==> src/hdl/c8x_pkg.sv <==
// c8x_pkg: shared types and constants for the CHIP-8 executor core.
// Depends on nothing; imported by every module under hdl.
package c8x_pkg;

    localparam logic [11:0] PROG_START = 12'h200;

    localparam logic [1:0] OP_EXEC = 2'd0;
    localparam logic [1:0] OP_TICK = 2'd1;
    localparam logic [1:0] OP_LOAD = 2'd2;
    localparam logic [1:0] OP_READ = 2'd3;

    localparam logic [1:0] ST_OK        = 2'd0;
    localparam logic [1:0] ST_BAD_OP    = 2'd1;
    localparam logic [1:0] ST_OVERFLOW  = 2'd2;
    localparam logic [1:0] ST_UNDERFLOW = 2'd3;

    // ALU operations of the shared unit
    typedef enum logic [3:0] {
        ALU_PASS_B = 4'd0,
        ALU_OR     = 4'd1,
        ALU_AND    = 4'd2,
        ALU_XOR    = 4'd3,
        ALU_ADD    = 4'd4,
        ALU_SUB    = 4'd5,
        ALU_RSUB   = 4'd6,
        ALU_SHR    = 4'd7,
        ALU_SHL    = 4'd8
    } alu_op_t;

    typedef struct packed {
        logic [7:0] res;
        logic       flag;
    } alu_out_t;

    function automatic logic [7:0] font_byte(input logic [6:0] a);
        logic [7:0] f;
        begin
            f = 8'h00;
            case (a)
                7'd0: f = 8'hF0;  7'd1: f = 8'h90;  7'd2: f = 8'h90;  7'd3: f = 8'h90;
                7'd4: f = 8'hF0;  7'd5: f = 8'h20;  7'd6: f = 8'h60;  7'd7: f = 8'h20;
                7'd8: f = 8'h20;  7'd9: f = 8'h70;  7'd10: f = 8'hF0; 7'd11: f = 8'h10;
                7'd12: f = 8'hF0; 7'd13: f = 8'h80; 7'd14: f = 8'hF0; 7'd15: f = 8'hF0;
                7'd16: f = 8'h10; 7'd17: f = 8'hF0; 7'd18: f = 8'h10; 7'd19: f = 8'hF0;
                7'd20: f = 8'h90; 7'd21: f = 8'h90; 7'd22: f = 8'hF0; 7'd23: f = 8'h10;
                7'd24: f = 8'h10; 7'd25: f = 8'hF0; 7'd26: f = 8'h80; 7'd27: f = 8'hF0;
                7'd28: f = 8'h10; 7'd29: f = 8'hF0; 7'd30: f = 8'hF0; 7'd31: f = 8'h80;
                7'd32: f = 8'hF0; 7'd33: f = 8'h90; 7'd34: f = 8'hF0; 7'd35: f = 8'hF0;
                7'd36: f = 8'h10; 7'd37: f = 8'h20; 7'd38: f = 8'h40; 7'd39: f = 8'h40;
                7'd40: f = 8'hF0; 7'd41: f = 8'h90; 7'd42: f = 8'hF0; 7'd43: f = 8'h90;
                7'd44: f = 8'hF0; 7'd45: f = 8'hF0; 7'd46: f = 8'h90; 7'd47: f = 8'hF0;
                7'd48: f = 8'h10; 7'd49: f = 8'hF0; 7'd50: f = 8'hF0; 7'd51: f = 8'h90;
                7'd52: f = 8'hF0; 7'd53: f = 8'h90; 7'd54: f = 8'h90; 7'd55: f = 8'hE0;
                7'd56: f = 8'h90; 7'd57: f = 8'hE0; 7'd58: f = 8'h90; 7'd59: f = 8'hE0;
                7'd60: f = 8'hF0; 7'd61: f = 8'h80; 7'd62: f = 8'h80; 7'd63: f = 8'h80;
                7'd64: f = 8'hF0; 7'd65: f = 8'hE0; 7'd66: f = 8'h90; 7'd67: f = 8'h90;
                7'd68: f = 8'h90; 7'd69: f = 8'hE0; 7'd70: f = 8'hF0; 7'd71: f = 8'h80;
                7'd72: f = 8'hF0; 7'd73: f = 8'h80; 7'd74: f = 8'hF0; 7'd75: f = 8'hF0;
                7'd76: f = 8'h80; 7'd77: f = 8'hF0; 7'd78: f = 8'h80; 7'd79: f = 8'h80;
                default: f = 8'h00;
            endcase
            font_byte = f;
        end
    endfunction

endpackage

==> src/hdl/c8x_alu.sv <==
// c8x_alu: shared 8-bit arithmetic, logic and shift unit with flag output.
// Depends on c8x_pkg.
module c8x_alu
    import c8x_pkg::*;
(
    input  alu_op_t    op,
    input  logic [7:0] a,
    input  logic [7:0] b,
    output alu_out_t   y
);

    logic [8:0] sum;

    always_comb
    begin
        sum = {1'b0, a} + {1'b0, b};
        y.res  = b;
        y.flag = 1'b0;
        case (op)
            ALU_PASS_B: y.res = b;
            ALU_OR:     y.res = a | b;
            ALU_AND:    y.res = a & b;
            ALU_XOR:    y.res = a ^ b;
            ALU_ADD:
            begin
                y.res  = sum[7:0];
                y.flag = sum[8];
            end
            ALU_SUB:
            begin
                y.res  = a - b;
                y.flag = (a >= b);
            end
            ALU_RSUB:
            begin
                y.res  = b - a;
                y.flag = (b >= a);
            end
            ALU_SHR:
            begin
                y.res  = {1'b0, b[7:1]};
                y.flag = b[0];
            end
            ALU_SHL:
            begin
                y.res  = {b[6:0], 1'b0};
                y.flag = b[7];
            end
            default:
            begin
                y.res  = b;
                y.flag = 1'b0;
            end
        endcase
    end

endmodule

==> config.mk <==
export PLATFORM = sky130hd
export DESIGN_NAME = c8x_alu
export DESIGN_NICKNAME = d
export VERILOG_FILES = /design/src/hdl/c8x_pkg.sv /design/src/hdl/c8x_alu.sv
export SDC_FILE = /design/constraint.sdc
export NUM_CORES = 1
export LEC_CHECK = 0
export BUFFER_PORTS_ARGS = -buffer_cell sky130_fd_sc_hd__buf_4
export CORE_ASPECT_RATIO = 0.8
export CORE_MARGIN = 2
export CORE_UTILIZATION = 27
export DETAILED_ROUTE_END_ITERATION = 16
export PLACE_DENSITY = 0.47
export SYNTH_ARGS = -nofsm -noshare
export SYNTH_HDL_FRONTEND = slang
export SYNTH_SLANG_ARGS = --single-unit
==> constraint.sdc <==
create_clock -name vclk -period 2.28
set_input_delay 0.114 -clock vclk [all_inputs]
set_output_delay 0.114 -clock vclk [all_outputs]
set_load 0.05 [all_outputs]
==> results.cfg, run 1 <==
[die]
start_util_pct = 27.8
rows = 27
core_area_um2 = 6860
die_y_um = 79.2
die-area_um2 = 7760
ios = 29
die_x_um = 98.0

[synthesis]
synth_area_um2 = 1910
synth_cells = 273
synth.distinct_cells = 61
synth_common_cells = ha_1, a21oi_1, inv_1
yosysTopAreaCell = ha_1
ys_top_cells_by_area = ha_1, a21oi_1, inv_1, nor2_1, fa_1
netlist.area_leader.share_pct = 22.3
ys.warnings.count = 0
syn_avg_cell_area_um2 = 6.99
synth.most_common_cell = ha_1
seq_area_frac_synth_pct = 0
synth_fp_nets = 330

[pwr]
peakVddDrop_uv = 149
p_per_area_nw_per_um2 = 261
p_leak_uw = 0.00109

[place]
gp_congestion = 0.845
portBuffers = 29
dpl_cell_area_um2 = 2380
hpwlAfterDp_um = 5380

[layout]
finalInstanceArea_um2 = 2450
post-route-util_pct = 35.7
clkbuf_count = 0
syn_to_final_growth_pct = 28.3
seq_cells = 0
nets = 376
layout-drive-gt1-share_pct = 27.1
layout.area.seq_um2 = 0
antennaDiodeCount = 0

[grt]
grt_pass1_wl_um = 11300
antenna_found_initial = 0
globalRouteTotalUtil_pct = 17.7
overflow = 0
grt_pass1_vias = 2112
grt_max_degree = 29

[outcome]
outcome = completed

[setup_path]
path_max_fanout = 6
arrival_ns = 2.12
setup.worst_path.start_class = input pin
critPathTopFamily = compound AO/OA/AOI/OAI gates
path_cells = buf_4 -> inv_1 -> ha_1 -> fa_2 -> o21bai_1 -> a21oi_2 -> o31a_1 -> a221o_1 -> o21ai_1 -> a31oi_2 -> buf_6
max_stage_delay_ns = 0.35
path_class = in2out
cp_slowest_cell = fa_2
crit_cells = 11
cp_num_buf_inv = 3
worstPathRequired_ns = 2.17
endpoint_kind = output pin

[sta]
worstMarginPinSlew_ns = 0.956
finalSetupViolCount = 0
timing.hold.ws_ns = 0.695
period_minus_slack_ns = 2.23
finalMaxSlewViolations = 0
rsz0062_at_grt = true
timing.fmax_mhz = 449
fin_crit_sh_pct = 97.8
slew_headroom_pct = 35.8
hold_viol_final = 0

[routing]
drt-initial-drc-count = 227
num_vias = 2167
vias_per_cell = 5.36
first_pass_iters = 4
routed_wl_um = 6910
ant_nets = 0
drc = 0
wl_per_cell_um = 17.1

[clocking]
postCtsSetupRepairBufs = 0
holdBufCountCts = 0

[flow_run]
maxCapViolations = 0

[hold_path]
hold_depth = 3
hold_path_class = in2out
## worst paths after layout
path              from   end  slack, ns
hold / removal    b[4]  y[5]       0.69
setup / recovery  b[0]  y[7]       0.05
## through the flow
step / std cells / setup slack, ns / TNS, ns / power, uW
after CTS: 404 / 0.0162 / 0 / 615
after global routing: 404 / -0.0326 / -0.0520 / 696
after detailed placement: 404 / -0.00304 / -0.00304 / 607
after floorplan: 273 / 0.0702 / 0 / 399
after global placement: 404 / -0.0156 / -0.0156 / 612
final: 404 / 0.0508 / 0 / 641
## placed cells by master (no fill, tap or decap), types with 3 or more instances in the layout
master / instances
a21oi_1: 28
o21ai_0: 11
nand2_1: 16
o31ai_1: 4
o21a_1: 4
o21ai_1: 7
ha_1: 32
nor3_1: 3
buf_4: 53
xnor2_1: 4
nor2_1: 23
a31oi_2: 3
or3_1: 4
inv_2: 3
nand3_1: 5
o22a_1: 3
buf_6: 4
inv_1: 25
a22oi_1: 3
nor2b_1: 5
a21oi_2: 3
nand2b_1: 8
o211ai_1: 5
o22ai_1: 4
o31a_1: 3
## report_power, final
part	internal [uW]	leakage, uW	switching (uW)	total, uW
Combinational	262	0.00109	378	641
Clock	0	0	0	0
Sequential	0	0	0	0
Total	262	0.00109	378	641
## layer usage
layer / up-vias / part of all wire [%] / global-route usage (%)
met5: - / 0 / 0
met4: 0 / 0.58 / 1.53
met3: 4 / 7.1 / 0.616
met2: 66 / 41 / 26.9
met1: 1015 / 51 / 28.2
li1: 1082 / - / -
## repair_timing
action / in CTS / in global routing
pin swaps: 1 / 2
setup endpoints to repair: 3 / 6
gates resized for setup: 2 / 14
## area by class of cell
class,count,area (um2)
multi-input combinational,232,1790
fill,775,4410
tap,87,109
inverter,28,105
timing repair buffer,57,443
## kinds of logic (layout without fill, tap and decap cells)
kind of cell    Yosys count  count (layout)  share of synthesized area (%)
compound gates          102             102                           35.8
simple gates             81              81                           22.0
buf+inv                  41              85                           9.63
fa+ha+maj                37              37                           25.4
mux                       7               7                           4.78
xor+xnor                  5               5                           2.29
(Power assumes the default switching activity.)
==> run 2, diff against run 1 <==
ABC_AREA = 1   (was unset)
PLACE_DENSITY = 0.53   (was 0.47)
==> run 2 against run 1 <==
Flip-flop and latch count did not move. Global-route usage shrank 1.1 points. Hold slack worse by 0.079 ns. Cell count grew 9.4%. Routed wire length down 13%. Cell area is 14% lower. Combinational power down 19%. Sequential share of layout area unchanged. Via count about the same. Critical endpoint is now y[5]. Largest cell class unchanged.
==> results.cfg, run 2 <==
[grt]
use_met1_pct = 26.6
overflow = 0
use_met2_pct = 24.7
antenna_found_initial = 0
globalRouteTotalUtil_pct = 16.6
grt_pass1_wl_um = 9800
grt_max_degree = 12
grt_pass1_vias = 1957
grt.met3_usage_pct = 1.98
top_usage_layer = met1

[synthesis]
synth_cells = 329
ys.warnings.count = 0
synth_fp_nets = 386
ys_top_cells_by_area = ha_1, nand2_1, inv_1, nand3_1, nor2_1
synth.distinct_cells = 22
yosysTopAreaCell = ha_1
netlist.area_leader.share_pct = 24.0
seq_area_frac_synth_pct = 0
synth_common_cells = nand2_1, inv_1, nand3_1
synth_area_um2 = 1780
synth.most_common_cell = nand2_1
syn_avg_cell_area_um2 = 5.40

[clocking]
holdBufCountCts = 0

[hold_path]
hold_path_class = in2out
min_from = b[7]
whs_endpoint = y[8]
hold_depth = 4

[routing]
num_vias = 2169
first_pass_iters = 5
routed_wl_um = 6040
wl_per_cell_um = 13.7
vias_per_cell = 4.91
drc = 0
ant_nets = 0
drt-initial-drc-count = 143

[layout]
layout-drive-gt1-share_pct = 11.5
clkbuf_count = 0
final_common_cell = nand2_1
layout_common_cells = nand2_1, inv_1, nand3_1, nor2_1
post-route-util_pct = 33.0
nets = 417
layout.area.seq_um2 = 0
fillers = 778
seq_cells = 0
stdcell_count = 442
syn_to_final_growth_pct = 18.5
antennaDiodeCount = 0
multi_input_area_um2 = 1520

[sta]
period_minus_slack_ns = 2.15
slew_headroom_pct = 66.5
fin_crit_sh_pct = 94.2
finalSetupViolCount = 0
timing.fmax_mhz = 466
worstMarginPinSlew_ns = 0.501
rsz0062_at_grt = false
setup_slack_ns = 0.132
setup_tns_ns = 0
finalMaxSlewViolations = 0
hold_viol_final = 0

[pwr]
peakVddDrop_uv = 89.3
switchingPower_uw = 348
p_per_area_nw_per_um2 = 246
power_switching_share_pct = 67.2
p_leak_uw = 0.00120
seq_power_share_pct = 0
power_uw = 518
p_clk_share_pct = 0
internal_power_uw = 170
power_frac_comb_pct = 100.0

[die]
core_area_um2 = 6380
die_x_um = 94.7
die-area_um2 = 7240
die_y_um = 76.5
ios = 29
rows = 26
start_util_pct = 27.8

[flow_run]
maxCapViolations = 0

[setup_path]
arrival_ns = 2.03
path_max_fanout = 11
path_cells = buf_4 -> inv_1 -> ha_1 -> nor2_1 -> inv_1 -> o21ai_0 -> nand2_1 -> nand3_1 -> nand2_1 -> nor2_1 -> nand3_1 -> buf_4
endpoint_kind = output pin
setup.worst_path.start_class = input pin
worstPathRequired_ns = 2.17
max_stage_delay_ns = 0.40
cp_slowest_cell = ha_1
path_class = in2out

[outcome]
outcome = completed

[place]
placed_cells = 442
dp_slack_ns = 0.128
portBuffers = 29
hpwlAfterDp_um = 5040
gp_congestion = 0.898
-- run 2: worst max-delay path: cells and delay by family --
family	cells	cell delay [ns]
AND/OR/NAND/NOR	6	0.67
AO/OA/AOI/OAI	1	0.28
buffers and inverters	4	0.57
adder cells (fa/ha/maj)	1	0.40
-- run 2: worst max-delay path by stage --
stage / start / endpoint / depth (start not counted)
floorplan: a[0] / y[5] / 13
global placement: b[4] / y[8] / 13
detailed placement: b[4] / y[8] / 13
CTS: b[4] / y[8] / 13
global route: b[3] / y[5] / 12
finish: b[3] / y[5] / 12
-- run 2: kinds of logic after synthesis --
group / Yosys count / share of synthesized area, %
AND/OR/NAND/NOR: 185 / 44.0
buffers and inverters: 66 / 14.8
AO/OA/AOI/OAI: 41 / 13.8
adder cells (fa/ha/maj): 37 / 27.3
-- run 2: through the flow --
stage	area [um2]	hold slack, ns
detailed placement	2100	0.618
global route	2100	0.668
floorplan	1780	0.554
CTS	2100	0.619
finish	2100	0.616
global placement	2100	0.621
-- run 2: cell type report --
| type | instances | share of cell area, % |
|---|---|---|
| Multi-Input combinational cell | 263 | 72.2 |
| Tap cell | 84 | 4.99 |
| Inverter | 62 | 11.1 |
| Timing Repair Buffer | 33 | 11.8 |
-- run 2: layer usage --
metal,wire length (um),vias up
li1,-,1113
met1,3010,974
met2,2550,82
met3,477,0
met4,0,0
met5,0,-
-- run 2: repair_timing --
item / 4_1_cts / 5_1_grt
buffers inserted: 0 / 0
setup endpoints to repair: 0 / 1
gates resized for setup: 0 / 2
-- run 2: power by group through the flow --
stage,Clock [uW],Combinational (uW),Sequential (uW)
4_1_cts,0,514,0
3_3_place_gp,0,516,0
6_report,0,518,0
3_5_place_dp,0,511,0
2_1_floorplan,0,351,0
5_1_grt,0,574,0
==> run 3, diff against run 2 <==
CORE_UTILIZATION = 45   (was 27)
PLACE_DENSITY = 0.75   (was 0.53)
==> run 3 against run 2 <==
Cell count shrank 7.0%. First-iteration DRC count grew 31%. Maximum frequency grew 2.5%. Routed wire length shrank 7.0%. Critical path depth is the same. Hold slack lost 0.0041 ns. Total power shrank 1.0%. Flip-flop and latch count is the same. Largest cell class unchanged. Largest power group unchanged. Highest routed layer is now met4.
==> results.cfg, run 3 (synthesis results as in run 2) <==
[outcome]
outcome = completed

[sta]
period_minus_slack_ns = 2.10
finalSetupViolCount = 0
timing.fmax_mhz = 477
timing.hold.ws_ns = 0.612
setup_tns_ns = 0
slew_headroom_pct = 70.2
finalMaxSlewViolations = 0
setup_slack_ns = 0.184
fin_crit_sh_pct = 91.9
rsz0062_at_grt = false
hold_viol_final = 0
worstMarginPinSlew_ns = 0.444

[setup_path]
cp_slowest_cell = ha_1
cp_num_buf_inv = 4
crit_cells = 12
arrival_ns = 1.98
endpoint_kind = output pin
path_class = in2out
critPathTopFamily = simple AND/OR/NAND/NOR gates
crit_end = y[5]
cp-startpoint = b[2]
setup.worst_path.start_class = input pin
path_max_fanout = 7
worstPathRequired_ns = 2.17
max_stage_delay_ns = 0.37
path_cells = buf_4 -> inv_1 -> ha_1 -> nor2_1 -> inv_1 -> o21ai_1 -> nand2_1 -> nand3_1 -> nand2_1 -> nor2_1 -> nand3_1 -> buf_4

[layout]
antennaDiodeCount = 0
syn_to_final_growth_pct = 15.6
clkbuf_count = 0
final_common_cell = nand2_1
layout_common_cells = nand2_1, inv_1, nand3_1, nor2_1, ha_1
multi_input_area_um2 = 1520
fillers = 420
seq_cells = 0
nets = 415
layout-drive-gt1-share_pct = 11.0
layout.area.seq_um2 = 0

[routing]
ant_nets = 0
routed_wl_um = 5620
vias_per_cell = 5.37
num_vias = 2207
drc = 0
wl_per_cell_um = 13.7
drt-initial-drc-count = 187
first_pass_iters = 8

[hold_path]
hold_path_class = in2out

[place]
hpwlAfterDp_um = 4560
dp_slack_ns = 0.138
gp_congestion = 0.999
portBuffers = 29

[grt]
antenna_found_initial = 0
grt_max_degree = 12
overflow = 0
grt_pass1_vias = 1920
globalRouteTotalUtil_pct = 25.8
grt_pass1_wl_um = 8940

[pwr]
peakVddDrop_uv = 126
p_per_area_nw_per_um2 = 250
p_leak_uw = 0.00119

[die]
start_util_pct = 46.7
ios = 29
die_x_um = 74.2
die_y_um = 60.2
die-area_um2 = 4470
rows = 20
core_area_um2 = 3800

[flow_run]
maxCapViolations = 0
[run 3: cell type report]
type               count  share of cell area (%)
multi-input cells    263                    74.0
repair buffers        31                    11.3
well taps             55                    3.35
inverters             62                    11.3
[run 3: repair_timing]
action / in CTS / in global routing
hold buffers: 0 / 0
setup endpoints to repair: 0 / 2
buffers inserted: 0 / 0
resized for setup: 0 / 3
[run 3: worst min-delay path: cells and delay by family]
kind                   cells  cell delay (ns)
buffers and inverters      2             0.28
AND/OR/NAND/NOR            2             0.10
[run 3: worst min path at each step]
| stage | depth (start not counted) | start | slack [ns] | endpoint |
|---|---|---|---|---|
| 2_1_floorplan | 2 | b[0] | 0.55 | y[1] |
| 3_3_place_gp | 4 | b[0] | 0.61 | y[1] |
| 3_5_place_dp | 4 | b[7] | 0.62 | y[8] |
| 4_1_cts | 4 | b[7] | 0.62 | y[8] |
| 5_1_grt | 4 | b[7] | 0.64 | y[8] |
| 6_report | 4 | b[7] | 0.61 | y[8] |
[run 3: stage by stage]
stage	cells	util [%]	cell area [um2]	total power, uW
finish	411	53.9	2050	513
global route	411	53.9	2050	562
CTS	411	53.8	2050	503
detailed placement	411	53.8	2050	500
global placement	411	53.8	2050	501
floorplan	329	-	1780	351
[run 3: power breakdown]
part	internal, uW	switching (uW)	total, uW
combinational	168	345	513
clock	0	0	0
sequential	0	0	0
total	168	345	513
[run 3: layer usage]
metal  vias to the layer above  routed length (um)  GRT usage (%)
met5                         -                   0              0
met4                         0                  31           3.83
met3                         4                 486           3.04
met2                       101                2370           41.3
met1                       991                2730           37.8
li1                       1111                   -              -
